[config.mk]
export PLATFORM = sky130hd
export DESIGN_NAME = i2c_master_byte_engine
export DESIGN_NICKNAME = d
export VERILOG_FILES = /design/src/rtl/core/i2cme_pkg.sv /design/src/rtl/core/i2c_master_byte_engine.sv /design/src/rtl/core/i2cme_in_stage.sv /design/src/rtl/core/i2cme_seq.sv /design/src/rtl/core/i2cme_out_stage.sv
export SDC_FILE = /design/constraint.sdc
export NUM_CORES = 1
export LEC_CHECK = 0
export BUFFER_PORTS_ARGS = -buffer_cell sky130_fd_sc_hd__buf_2
export CAP_MARGIN = 5
export CORE_MARGIN = 3
export CORE_UTILIZATION = 39
export DETAILED_ROUTE_END_ITERATION = 16
export HOLD_SLACK_MARGIN = 0.1
export MAX_ROUTING_LAYER = met4
export SLEW_MARGIN = 20
export SYNTH_ARGS = -nofsm -noshare
export SYNTH_HDL_FRONTEND = slang
export SYNTH_SLANG_ARGS = --single-unit
[constraint.sdc]
create_clock -name clk_i -period 6.8 [get_ports clk_i]
set_input_delay 0.68 -clock clk_i [delete_from_list [all_inputs] [get_ports clk_i]]
set_output_delay 0.68 -clock clk_i [all_outputs]
set_load 0.02 [all_outputs]
[src/rtl/core/i2cme_pkg.sv]
package i2cme_pkg;

  localparam int unsigned TickWidth  = 16;
  localparam int unsigned PhaseWidth = 5;
  localparam int unsigned CfgWidth   = 16;

  typedef enum logic [2:0] {
    CMD_START = 3'd0,
    CMD_STOP  = 3'd1,
    CMD_WRITE = 3'd2,
    CMD_READ  = 3'd3,
    CMD_WACK  = 3'd4
  } cmd_e;

  typedef enum logic {
    REG_PHASE_TICKS = 1'b0,
    REG_ACK_WAIT    = 1'b1
  } reg_idx_e;

  localparam logic [TickWidth-1:0] PhaseTicksReset = TickWidth'(4);
  localparam logic [TickWidth-1:0] AckWaitReset    = TickWidth'(10);

  // Last phase index of each command sequence.
  localparam logic [PhaseWidth-1:0] LastStart = PhaseWidth'(3);
  localparam logic [PhaseWidth-1:0] LastStop  = PhaseWidth'(2);
  localparam logic [PhaseWidth-1:0] LastWrite = PhaseWidth'(24);
  localparam logic [PhaseWidth-1:0] LastRead  = PhaseWidth'(20);
  localparam logic [PhaseWidth-1:0] LastWack  = PhaseWidth'(2);

  typedef struct packed {
    logic       sda_in;
    logic       send_nack;
    logic [7:0] tx_byte;
    logic [2:0] func;
    logic       cmd_valid;
  } tick_t;

  typedef struct packed {
    logic       ack_status;
    logic [7:0] rx_byte;
    logic       done_res;
    logic       busy_res;
    logic       sda_level;
    logic       scl_level;
  } result_t;

  // Phase index modulo three, by multiplication with a reciprocal.
  // Exact for every five bit phase index.
  function automatic logic [1:0] phase_mod3(input logic [PhaseWidth-1:0] p);
    logic [PhaseWidth+3:0] prod;
    logic [PhaseWidth-1:0] quot;
    logic [PhaseWidth+1:0] back;
    prod = {4'd0, p} * (PhaseWidth+4)'(11);
    quot = PhaseWidth'(prod[PhaseWidth+4-1:5]);
    back = {2'd0, quot} + {1'b0, quot, 1'b0};
    return 2'({2'd0, p} - back);
  endfunction

endpackage

[src/rtl/core/i2c_master_byte_engine.sv]
// I2C master byte engine, stepped by time ticks.
// Each transaction on the slave stream is one tick: it may carry a command
// (start, stop, write byte, read byte, wait for acknowledge) and always carries
// the sampled SDA level. Each tick gives exactly one transaction on the master
// stream with the SCL/SDA open-drain levels, busy, a done pulse, the last read
// byte and the last acknowledge seen. A command offered while busy is dropped.
// Bus phases last phase_ticks ticks; the acknowledge slot after a write lasts
// ack_wait_ticks ticks. A zero register value counts as one tick.
// A tick goes through the input register, then sequencer logic into the result
// register. Throughput is one tick per clock cycle while m_axis_tready does not
// stall. The sequencer advances only when the result register is empty or being
// drained, so a stall on m_axis_tready holds the pending result and backs up to
// s_axis_tready without losing any tick. Reset releases both lines high, clears
// the sequencer, rx byte and ack status, and loads phase_ticks with 4 and
// ack_wait_ticks with 10. The user writes registers via cfg_we_i, cfg_idx_i and
// cfg_wdata_i only while the engine is idle; the block does not enforce this.
module i2c_master_byte_engine import i2cme_pkg::*; (
  input  logic                clk_i,
  input  logic                rst_ni,
  input  logic                cfg_we_i,
  input  logic                cfg_idx_i,
  input  logic [CfgWidth-1:0] cfg_wdata_i,
  input  logic                s_axis_tvalid,
  output logic                s_axis_tready,
  // [7:0] tx_byte, [8] send_nack, [9] sda_in, [15:10] zero
  input  logic [15:0]         s_axis_tdata,
  // [0] cmd_valid, [3:1] func
  input  logic [3:0]          s_axis_tuser,
  output logic                m_axis_tvalid,
  input  logic                m_axis_tready,
  // [0] scl_level, [1] sda_level, [2] busy_res, [3] done_res,
  // [11:4] rx_byte, [12] ack_status, [15:13] zero
  output logic [15:0]         m_axis_tdata
);

  tick_t   tick_in, tick_held;
  result_t res_next, res_out;
  logic    held_valid, out_can_load, step;

  assign tick_in.cmd_valid = s_axis_tuser[0];
  assign tick_in.func      = s_axis_tuser[3:1];
  assign tick_in.tx_byte   = s_axis_tdata[7:0];
  assign tick_in.send_nack = s_axis_tdata[8];
  assign tick_in.sda_in    = s_axis_tdata[9];

  assign step = held_valid && out_can_load;

  i2cme_in_stage u_in_stage (
    .clk_i   (clk_i),
    .rst_ni  (rst_ni),
    .valid_i (s_axis_tvalid),
    .ready_o (s_axis_tready),
    .tick_i  (tick_in),
    .valid_o (held_valid),
    .take_i  (step),
    .tick_o  (tick_held)
  );

  i2cme_seq u_seq (
    .clk_i       (clk_i),
    .rst_ni      (rst_ni),
    .cfg_we_i    (cfg_we_i),
    .cfg_idx_i   (cfg_idx_i),
    .cfg_wdata_i (cfg_wdata_i),
    .step_i      (step),
    .tick_i      (tick_held),
    .res_o       (res_next)
  );

  i2cme_out_stage u_out_stage (
    .clk_i      (clk_i),
    .rst_ni     (rst_ni),
    .load_i     (step),
    .res_i      (res_next),
    .can_load_o (out_can_load),
    .valid_o    (m_axis_tvalid),
    .ready_i    (m_axis_tready),
    .res_o      (res_out)
  );

  assign m_axis_tdata = {3'd0, res_out};

  // A finishing tick never reports the engine as still busy.
  assert property (@(posedge clk_i) disable iff (!rst_ni)
    m_axis_tvalid && m_axis_tdata[3] |-> !m_axis_tdata[2])
    else $error("done reported together with busy");

  // With the result register empty the input side never stalls.
  assert property (@(posedge clk_i) disable iff (!rst_ni)
    !m_axis_tvalid |-> s_axis_tready)
    else $error("input stalled with empty result register");

  // A held tick with room for its result is consumed in the same cycle.
  assert property (@(posedge clk_i) disable iff (!rst_ni)
    held_valid && !m_axis_tvalid |=> m_axis_tvalid)
    else $error("held tick did not produce a result");

endmodule

[src/rtl/core/i2cme_in_stage.sv]
module i2cme_in_stage import i2cme_pkg::*; (
  input  logic  clk_i,
  input  logic  rst_ni,
  input  logic  valid_i,
  output logic  ready_o,
  input  tick_t tick_i,
  output logic  valid_o,
  input  logic  take_i,
  output tick_t tick_o
);

  logic  valid_q, valid_d;
  tick_t tick_q;

  assign ready_o = !valid_q || take_i;
  assign valid_d = (valid_i && ready_o) || (valid_q && !take_i);

  always_ff @(posedge clk_i or negedge rst_ni) begin
    if (!rst_ni) begin
      valid_q <= 1'b0;
    end else begin
      valid_q <= valid_d;
    end
  end

  always_ff @(posedge clk_i) begin
    if (valid_i && ready_o) begin
      tick_q <= tick_i;
    end
  end

  assign valid_o = valid_q;
  assign tick_o  = tick_q;

endmodule

[src/rtl/core/i2cme_seq.sv]
module i2cme_seq import i2cme_pkg::*; (
  input  logic                clk_i,
  input  logic                rst_ni,
  input  logic                cfg_we_i,
  input  logic                cfg_idx_i,
  input  logic [CfgWidth-1:0] cfg_wdata_i,
  input  logic                step_i,
  input  tick_t               tick_i,
  output result_t             res_o
);

  logic [TickWidth-1:0]  phase_ticks_q, ack_wait_q;
  logic [2:0]            cmd_q, cmd_d;
  logic [PhaseWidth-1:0] phase_q, phase_d;
  logic [TickWidth-1:0]  tick_q, tick_d;
  logic [7:0]            shift_q, shift_d;
  logic                  nack_q, nack_d;
  logic                  scl_q, scl_d, sda_q, sda_d;
  logic                  ack_q, ack_d;
  logic                  run_q, run_d;
  logic [7:0]            rx_q, rx_d;
  logic                  done;

  logic                  start;
  logic [PhaseWidth-1:0] ph;
  logic [TickWidth-1:0]  tk, per, dur;
  logic [PhaseWidth-1:0] last;
  logic [1:0]            slot;

  always_ff @(posedge clk_i or negedge rst_ni) begin
    if (!rst_ni) begin
      phase_ticks_q <= PhaseTicksReset;
      ack_wait_q    <= AckWaitReset;
    end else if (cfg_we_i) begin
      unique case (reg_idx_e'(cfg_idx_i))
        REG_PHASE_TICKS: phase_ticks_q <= cfg_wdata_i;
        REG_ACK_WAIT:    ack_wait_q    <= cfg_wdata_i;
        default:         ;
      endcase
    end
  end

  always_comb begin
    start   = !run_q && tick_i.cmd_valid && (tick_i.func <= CMD_WACK);
    cmd_d   = start ? tick_i.func : cmd_q;
    ph      = start ? '0 : phase_q;
    tk      = start ? '0 : tick_q;
    nack_d  = start ? tick_i.send_nack : nack_q;
    shift_d = shift_q;
    if (start) begin
      shift_d = (tick_i.func == CMD_WRITE) ? tick_i.tx_byte : 8'd0;
    end
    run_d   = run_q || start;
    phase_d = ph;
    tick_d  = tk;
    scl_d   = scl_q;
    sda_d   = sda_q;
    ack_d   = ack_q;
    rx_d    = rx_q;
    done    = 1'b0;
    slot    = phase_mod3(ph);

    unique case (cmd_e'(cmd_d))
      CMD_START: last = LastStart;
      CMD_STOP:  last = LastStop;
      CMD_WRITE: last = LastWrite;
      CMD_READ:  last = LastRead;
      default:   last = LastWack;
    endcase

    per = (cmd_d == CMD_WRITE && ph == LastWrite) ? ack_wait_q : phase_ticks_q;
    dur = (per == '0) ? TickWidth'(1) : per;

    if (run_d) begin
      // Line changes at the first tick of a phase.
      if (tk == '0) begin
        unique case (cmd_e'(cmd_d))
          CMD_START: begin
            if (ph == PhaseWidth'(0)) scl_d = 1'b1;
            else if (ph == PhaseWidth'(1)) sda_d = 1'b1;
            else if (ph == PhaseWidth'(2)) sda_d = 1'b0;
            else scl_d = 1'b0;
          end
          CMD_STOP: begin
            if (ph == PhaseWidth'(0)) begin
              scl_d = 1'b0;
              sda_d = 1'b0;
            end else if (ph == PhaseWidth'(1)) scl_d = 1'b1;
            else sda_d = 1'b1;
          end
          CMD_WRITE: begin
            if (ph >= LastWrite) scl_d = 1'b0;
            else if (slot == 2'd0) scl_d = 1'b0;
            else if (slot == 2'd1) begin
              sda_d   = shift_d[7];
              shift_d = {shift_d[6:0], 1'b0};
            end else scl_d = 1'b1;
          end
          CMD_READ: begin
            if (ph == PhaseWidth'(0)) scl_d = 1'b0;
            else if (ph <= PhaseWidth'(16)) begin
              if (ph[0]) begin
                if (ph == PhaseWidth'(1)) sda_d = 1'b1;
                scl_d = 1'b1;
              end else scl_d = 1'b0;
            end else if (ph == PhaseWidth'(17)) scl_d = 1'b0;
            else if (ph == PhaseWidth'(18)) sda_d = nack_d;
            else if (ph == PhaseWidth'(19)) scl_d = 1'b1;
            else scl_d = 1'b0;
          end
          default: begin
            if (ph == PhaseWidth'(0)) sda_d = 1'b1;
            else if (ph == PhaseWidth'(1)) scl_d = 1'b1;
            else scl_d = 1'b0;
          end
        endcase
      end

      if ({1'b0, tk} + (TickWidth+1)'(1) >= {1'b0, dur}) begin
        // SDA is sampled on the last tick of an SCL-high phase.
        if (cmd_d == CMD_READ && ph >= PhaseWidth'(1) && ph <= PhaseWidth'(16) && ph[0]) begin
          shift_d = {shift_d[6:0], tick_i.sda_in};
        end else if (cmd_d == CMD_WACK && ph == PhaseWidth'(1)) begin
          ack_d = tick_i.sda_in;
        end
        tick_d = '0;
        if (ph >= last) begin
          if (cmd_d == CMD_READ) begin
            sda_d = 1'b1;
            rx_d  = shift_d;
          end
          run_d   = 1'b0;
          phase_d = '0;
          done    = 1'b1;
        end else begin
          phase_d = ph + PhaseWidth'(1);
        end
      end else begin
        tick_d = tk + TickWidth'(1);
      end
    end

    res_o.scl_level  = scl_d;
    res_o.sda_level  = sda_d;
    res_o.busy_res   = run_d;
    res_o.done_res   = done;
    res_o.rx_byte    = rx_d;
    res_o.ack_status = ack_d;
  end

  always_ff @(posedge clk_i or negedge rst_ni) begin
    if (!rst_ni) begin
      cmd_q   <= CMD_START;
      phase_q <= '0;
      tick_q  <= '0;
      shift_q <= '0;
      nack_q  <= 1'b0;
      scl_q   <= 1'b1;
      sda_q   <= 1'b1;
      ack_q   <= 1'b0;
      run_q   <= 1'b0;
      rx_q    <= '0;
    end else if (step_i) begin
      cmd_q   <= cmd_d;
      phase_q <= phase_d;
      tick_q  <= tick_d;
      shift_q <= shift_d;
      nack_q  <= nack_d;
      scl_q   <= scl_d;
      sda_q   <= sda_d;
      ack_q   <= ack_d;
      run_q   <= run_d;
      rx_q    <= rx_d;
    end
  end

endmodule

[src/rtl/core/i2cme_out_stage.sv]
module i2cme_out_stage import i2cme_pkg::*; (
  input  logic    clk_i,
  input  logic    rst_ni,
  input  logic    load_i,
  input  result_t res_i,
  output logic    can_load_o,
  output logic    valid_o,
  input  logic    ready_i,
  output result_t res_o
);

  logic    valid_q, valid_d;
  result_t res_q;

  assign can_load_o = !valid_q || ready_i;
  assign valid_d    = load_i || (valid_q && !ready_i);

  always_ff @(posedge clk_i or negedge rst_ni) begin
    if (!rst_ni) begin
      valid_q <= 1'b0;
    end else begin
      valid_q <= valid_d;
    end
  end

  always_ff @(posedge clk_i) begin
    if (load_i) begin
      res_q <= res_i;
    end
  end

  assign valid_o = valid_q;
  assign res_o   = res_q;

endmodule
==> results of run 1 <==
cell type report:
cell class,instances,area [sq um]
clock buffers,9,225
clock inverters,7,51.3
fillers,1554,8850
inverters,17,63.8
multi-input cells,470,3430
flip-flops and latches,106,2790
well taps,216,270
repair buffers,58,317
power by group:
group | internal [uW] | total, uW | switching (uW)
Clock | 251 | 502 | 251
Sequential | 757 | 843 | 85.6
Combinational | 255 | 639 | 384
Total | 1260 | 1980 | 721
worst reg2reg max path, stage by stage, from the launching register on:
cell,delay [ps]
dfrtp_1,580
nor2b_1,90
buf_4,180
a21oi_1,580
and2_1,330
nand4_1,590
mux2i_1,380
ha_1,280
nor2b_1,140
o2111ai_1,180
a31oi_1,130
o311ai_1,660
nand2_1,150
buf_4,250
nor2_1,570
nand2_1,100
o21ai_0,150
state kept, by name (all words and copies together) (netlist names), 3 cells and up:
register / flops
u_seq.cmd_q: 3
u_seq.tick_q: 16
u_seq.phase_ticks_q: 16
u_seq.rx_q: 8
u_seq.phase_q: 5
u_out_stage.res_o: 13
u_seq.ack_wait_q: 16
u_in_stage.tick_o: 14
u_seq.shift_q: 8
logic make-up (layout without fill, tap and decap cells):
kind of cell | after synthesis | count (layout) | synth area share
AO/OA/AOI/OAI | 130 | 130 | 0.141
XOR/XNOR | 20 | 20 | 0.0285
adder cells (fa/ha/maj) | 34 | 34 | 0.0676
buffers and inverters | 47 | 91 | 0.0303
flip-flops | 106 | 106 | 0.436
multiplexers | 76 | 76 | 0.129
other | 1 | 3 | 0.000585
AND/OR/NAND/NOR | 207 | 207 | 0.167
placed cells by master, fill, tap and decap left out, types with 4 or more instances in the layout:
cell	n
buf_4	8
dfrtp_1	74
o21ai_1	6
xor2_1	10
o21ai_0	27
nor2_1	37
nand2b_1	9
nor3_1	12
nand3_1	18
and3_1	11
dfstp_2	5
mux2_2	48
edfxtp_1	27
xnor2_1	9
nand4_1	12
ha_1	33
clkbuf_16	9
a21o_1	5
nor4_1	8
nand2_1	64
a22o_1	11
o21a_1	5
and2_1	6
a211oi_1	4
inv_1	17
a31oi_1	5
mux2_1	5
a21oi_1	34
nor2b_1	5
mux2i_1	23
buf_2	49
path summary, 6_finish.rpt:
check | start | cells past startpoint | end | slack, ps
max in group asynchronous | rst_ni | 1 | u_seq.ack_wait_q[15] | 5930
min in group clk_i | u_in_stage.tick_o[12] | 2 | u_seq.nack_q | 470
worst max-delay path | u_seq.run_q | 16 | u_seq.tick_q[13] | 1400
worst max register to register | u_seq.run_q | 16 | u_seq.tick_q[13] | 1400
worst min-delay path | rst_ni | 1 | u_seq.cmd_q[1] | 340
worst min register to register | u_in_stage.tick_o[12] | 2 | u_seq.nack_q | 470
stage by stage:
step / total power (uW) / worst slack [ps] / instances / hold WS (ps)
final: 1980 / 1400 / 883 / 339
after global routing: 2120 / 919 / 883 / 429
after CTS: 2000 / 1410 / 883 / 470
after detailed placement: 1500 / 1380 / 867 / 449
after global placement: 1470 / 1520 / 867 / 440
after floorplan: 1310 / 1700 / 623 / 384
metal layers:
| layer | global-route usage | share of wire | vias to the layer above |
|---|---|---|---|
| li1 | - | - | 2359 |
| met1 | 0.220 | 0.45 | 2386 |
| met2 | 0.290 | 0.49 | 100 |
| met5 | - | 0 | - |
| met3 | 0.0326 | 0.038 | 18 |
| met4 | 0.0667 | 0.023 | 0 |
==> results.yml, run 1 <==
route:
  drt_pass1_iterations: 5
  viasPerCell: 5.51
  drt-total-wl_mm: 15.0
  drc: 0
  antenna_left: 0
  drtIter0Drc: 321
  wl_per_cell_um: 17.0
  vias: 4863
sta:
  period_share: 0.793
  hold_violations: 0
  skew_ps: 8.80
  rsz0062_at_grt: "no"
  setup_viol: 0
  slew_headroom: 0.235
  fin_tns_setup_ps: 0
  worst_pin_slew_ps: 1140
  min_period_ps: 5400
  max_freq_mhz: 185
  slew_violations: 0
global_route:
  first_global_vias: 5014
  overflow: 0
  antenna_found_initial: 0
  grt_pass1_wl_mm: 25.2
  grt_util_all_layers: 0.177
  grt_max_degree: 80
critical_path:
  cp_slowest_cell: "o311ai_1"
  cp.required_ps: 7080
  critPathTopFamily: "simple AND/OR/NAND/NOR gates"
  path_buf_inv: 2
  cp_slowest_stage_delay_ps: 660
  path_cells: "nor2b_1, buf_4, a21oi_1, and2_1, nand4_1, mux2i_1, ha_1, nor2b_1, o2111ai_1, a31oi_1, o311ai_1, nand2_1, buf_4, nor2_1, nand2_1, o21ai_0"
  crit_fanout: 17
  crit_type: "reg2reg"
  cp-end-kind: "flop"
  start_kind: "flop"
  cp.arrival_ps: 5680
cts:
  postCtsSetupRepairBufs: 0
  clk_pin_slew_ps: 80
  htree_levels: 3
  cts_sinks: 106
  ctsResizeCount: 0
  cts-hold-fix-buffers: 0
  cts_tree: "done"
  ctsRootBufferMaster: "clkbuf_16"
  worstSkewPairLatency_ps: 360
  clockBufferDepth: 2
  cts_buffers: 9
floorplanning:
  ioPinCount: 60
  start_util: 0.400
  rows: 46
  dieArea_sq_um: 18000
  core_region_area_sq_um: 16000
  die_y_um: 134
  die_w_um: 134
yosys:
  syn-cell-area_sq_um: 6410
  synth.most_common_cell: "dfrtp_1"
  synth-seq-area-share: 0.436
  synth-main-ff-cell: "dfrtp_1"
  synth_top_cell_area_share: 0.289
  synth_cell_types: 73
  synth_area_leader_cell: "dfrtp_1"
  synth-edff-count: 27
  syn_inst: 621
  syn_avg_cell_area_sq_um: 10.3
  yosys-top-cells-area: "dfrtp_1 29%, edfxtp_1 13%, mux2_2 8.4%"
  synth_common_cells: "74 x dfrtp_1, 64 x nand2_1, 48 x mux2_2, 37 x nor2_1, 34 x a21oi_1"
  yosysWarnings: 0
  synthArstFlopShare: 0.745
  synth-seq-cells: 106
final_layout:
  diodes: 0
  final_layout_size_suffix_gt1_frac: 0.219
  synthToLayoutAreaGrowth_pct: 11.6
  final_nets: 738
  post-route-util: 0.447
  finalInstanceArea_sq_um: 7150
hold_path:
  min_path_type: "in2async"
placement:
  postPlaceCellArea_sq_um: 6870
  hpwlAfterDp_mm: 10.9
  portBuffers: 50
  place.gp.congestion: 0.883
pwr:
  p_leak_uw: 0.00319
  p_per_area_nw_per_um2: 277
  ir_worst_vdd_uv: 175
run:
  maxCapViolCount: 0
outcome:
  status: "finished, final reports clean"
Power figures use the tool's default switching activity.
==> run 2: changes to the inputs <==
==> constraint.sdc (replaced) <==
create_clock -name clk_i -period 5.4 [get_ports clk_i]
set_input_delay 0.54 -clock clk_i [delete_from_list [all_inputs] [get_ports clk_i]]
set_output_delay 0.54 -clock clk_i [all_outputs]
set_load 0.02 [all_outputs]
==> results.yml, run 2 (synthesis gave the netlist of run 1 again) <==
critical_path:
  reg2reg_to: "u_seq.phase_q[3]"
  crit_type: "reg2reg"
  cp.required_ps: 5650
  crit_fanout: 8
  r2r_cells: 21
  cp.arrival_ps: 5020
  cp-end-kind: "flop"
  timing.rr.start: "u_in_stage.tick_o[1]"
  rrSetupSlack_ps: 630
  start_kind: "flop"
cts:
  worstSkewPairLatency_ps: 360
  ctsRootBufferMaster: "clkbuf_16"
  ctsResizeCount: 0
  cts_sinks: 106
  cts_tree: "done"
  cts-hold-fix-buffers: 0
  htree_levels: 3
  clk_pin_slew_ps: 80
  clockBufferDepth: 2
  postCtsSetupRepairBufs: 0
  cts_buffers: 9
sta:
  rsz0062_at_grt: "no"
  setup_viol: 0
  slew_violations: 0
  hold_violations: 0
  fin_tns_setup_ps: 0
  skew_ps: 11.2
  period_share: 0.883
  min_period_ps: 4770
  worst_pin_slew_ps: 1030
  slew_headroom: 0.308
  max_freq_mhz: 210
floorplanning:
  core_region_area_sq_um: 16000
  rows: 46
  die_w_um: 134
  ioPinCount: 60
  start_util: 0.400
  die_y_um: 134
  dieArea_sq_um: 18000
placement:
  hpwlAfterDp_mm: 11.1
  place.gp.congestion: 0.913
  portBuffers: 50
final_layout:
  final_common_cell: "dfrtp_1"
  diodes: 0
  largestRegisters: "u_seq.ack_wait_q x16, u_seq.phase_ticks_q x16, u_seq.tick_q x16"
  multi_input_area_sq_um: 3430
  layout_common_cells: "74 x dfrtp_1, 64 x nand2_1, 49 x buf_2, 48 x mux2_2, 37 x nor2_1"
  final_nets: 748
  seqCellArea_sq_um: 2790
  synthToLayoutAreaGrowth_pct: 13.1
  final_layout_size_suffix_gt1_frac: 0.232
  fillCellCount: 1547
run:
  maxCapViolCount: 0
pwr:
  p_leak_uw: 0.00325
  finalPower_uw: 2550
  ir_worst_vdd_uv: 198
  p_per_area_nw_per_um2: 351
route:
  drt_pass1_iterations: 5
  drc: 0
  drt-total-wl_mm: 15.0
  wl_per_cell_um: 16.8
  viasPerCell: 5.57
  drtIter0Drc: 406
  vias: 4974
  antenna_left: 0
global_route:
  grt_pass1_wl_mm: 25.0
  overflow: 0
  first_global_vias: 5009
  grt_util_all_layers: 0.176
  grt_max_degree: 80
  antenna_found_initial: 0
hold_path:
  min_path_type: "in2async"
outcome:
  status: "finished, final reports clean"
[run 2: cell type report]
| type | instances | share of cell area |
|---|---|---|
| clock buffers | 10 | 0.0316 |
| clock inverters | 6 | 0.00915 |
| inverters | 17 | 0.00881 |
| multi-input cells | 470 | 0.473 |
| flip-flops and latches | 106 | 0.386 |
| well taps | 216 | 0.0373 |
| repair buffers | 68 | 0.0540 |
[run 2: through the flow]
stage	hold slack [ps]	utilization	instance area [sq um]	worst slack (ps)	cells
after floorplan	244	-	6410	304	623
after CTS	342	0.452	7240	653	893
final	170	0.453	7250	632	893
after global placement	459	0.434	6940	770	877
after detailed placement	471	0.434	6940	704	877
after global routing	263	0.453	7250	368	893
[run 2: how the worst max path moves through the flow]
stage | startpoint | to | slack (ps) | cells after the start
6_report | u_in_stage.tick_o[1] | u_seq.phase_q[3] | 630 | 21
5_1_grt | u_in_stage.tick_o[1] | u_out_stage.res_o[9] | 370 | 20
4_1_cts | u_in_stage.tick_o[1] | u_out_stage.res_o[9] | 650 | 20
3_5_place_dp | u_in_stage.tick_o[1] | u_out_stage.res_o[9] | 700 | 20
3_3_place_gp | u_in_stage.tick_o[1] | u_out_stage.res_o[9] | 770 | 20
2_1_floorplan | u_in_stage.tick_o[0] | u_out_stage.res_o[11] | 300 | 18
[run 2: power by group]
part | total (uW) | leakage (uW) | switching (uW) | internal [uW]
Combinational | 824 | 0.00186 | 494 | 330
Sequential | 1060 | 0.00124 | 102 | 954
Clock | 667 | 0.000147 | 304 | 363
[run 2: metal layers]
metal / global-route usage / vias to the layer above / routed length (um)
met5: - / - / 0
met4: 0.0673 / 0 / 522
met3: 0.0311 / 33 / 628
met2: 0.294 / 137 / 7310
met1: 0.215 / 2417 / 6550
li1: - / 2387 / -
[run 2: critical path: stages (launching register included)]
cell and delay [ps]:
edfxtp_1 520, o21ai_2 350, nand2_1 240, buf_4 230
nand2_1 90, inv_1 50, ha_1 210, and3_1 190
and4_1 240, nand4_1 120, xor2_1 160, nor2_1 80
ha_1 340, nand4_1 130, o21a_1 180, a21oi_1 230
a311oi_2 70, buf_4 160, a21oi_1 410, nand2_1 210
a31o_2 270, a22o_1 180
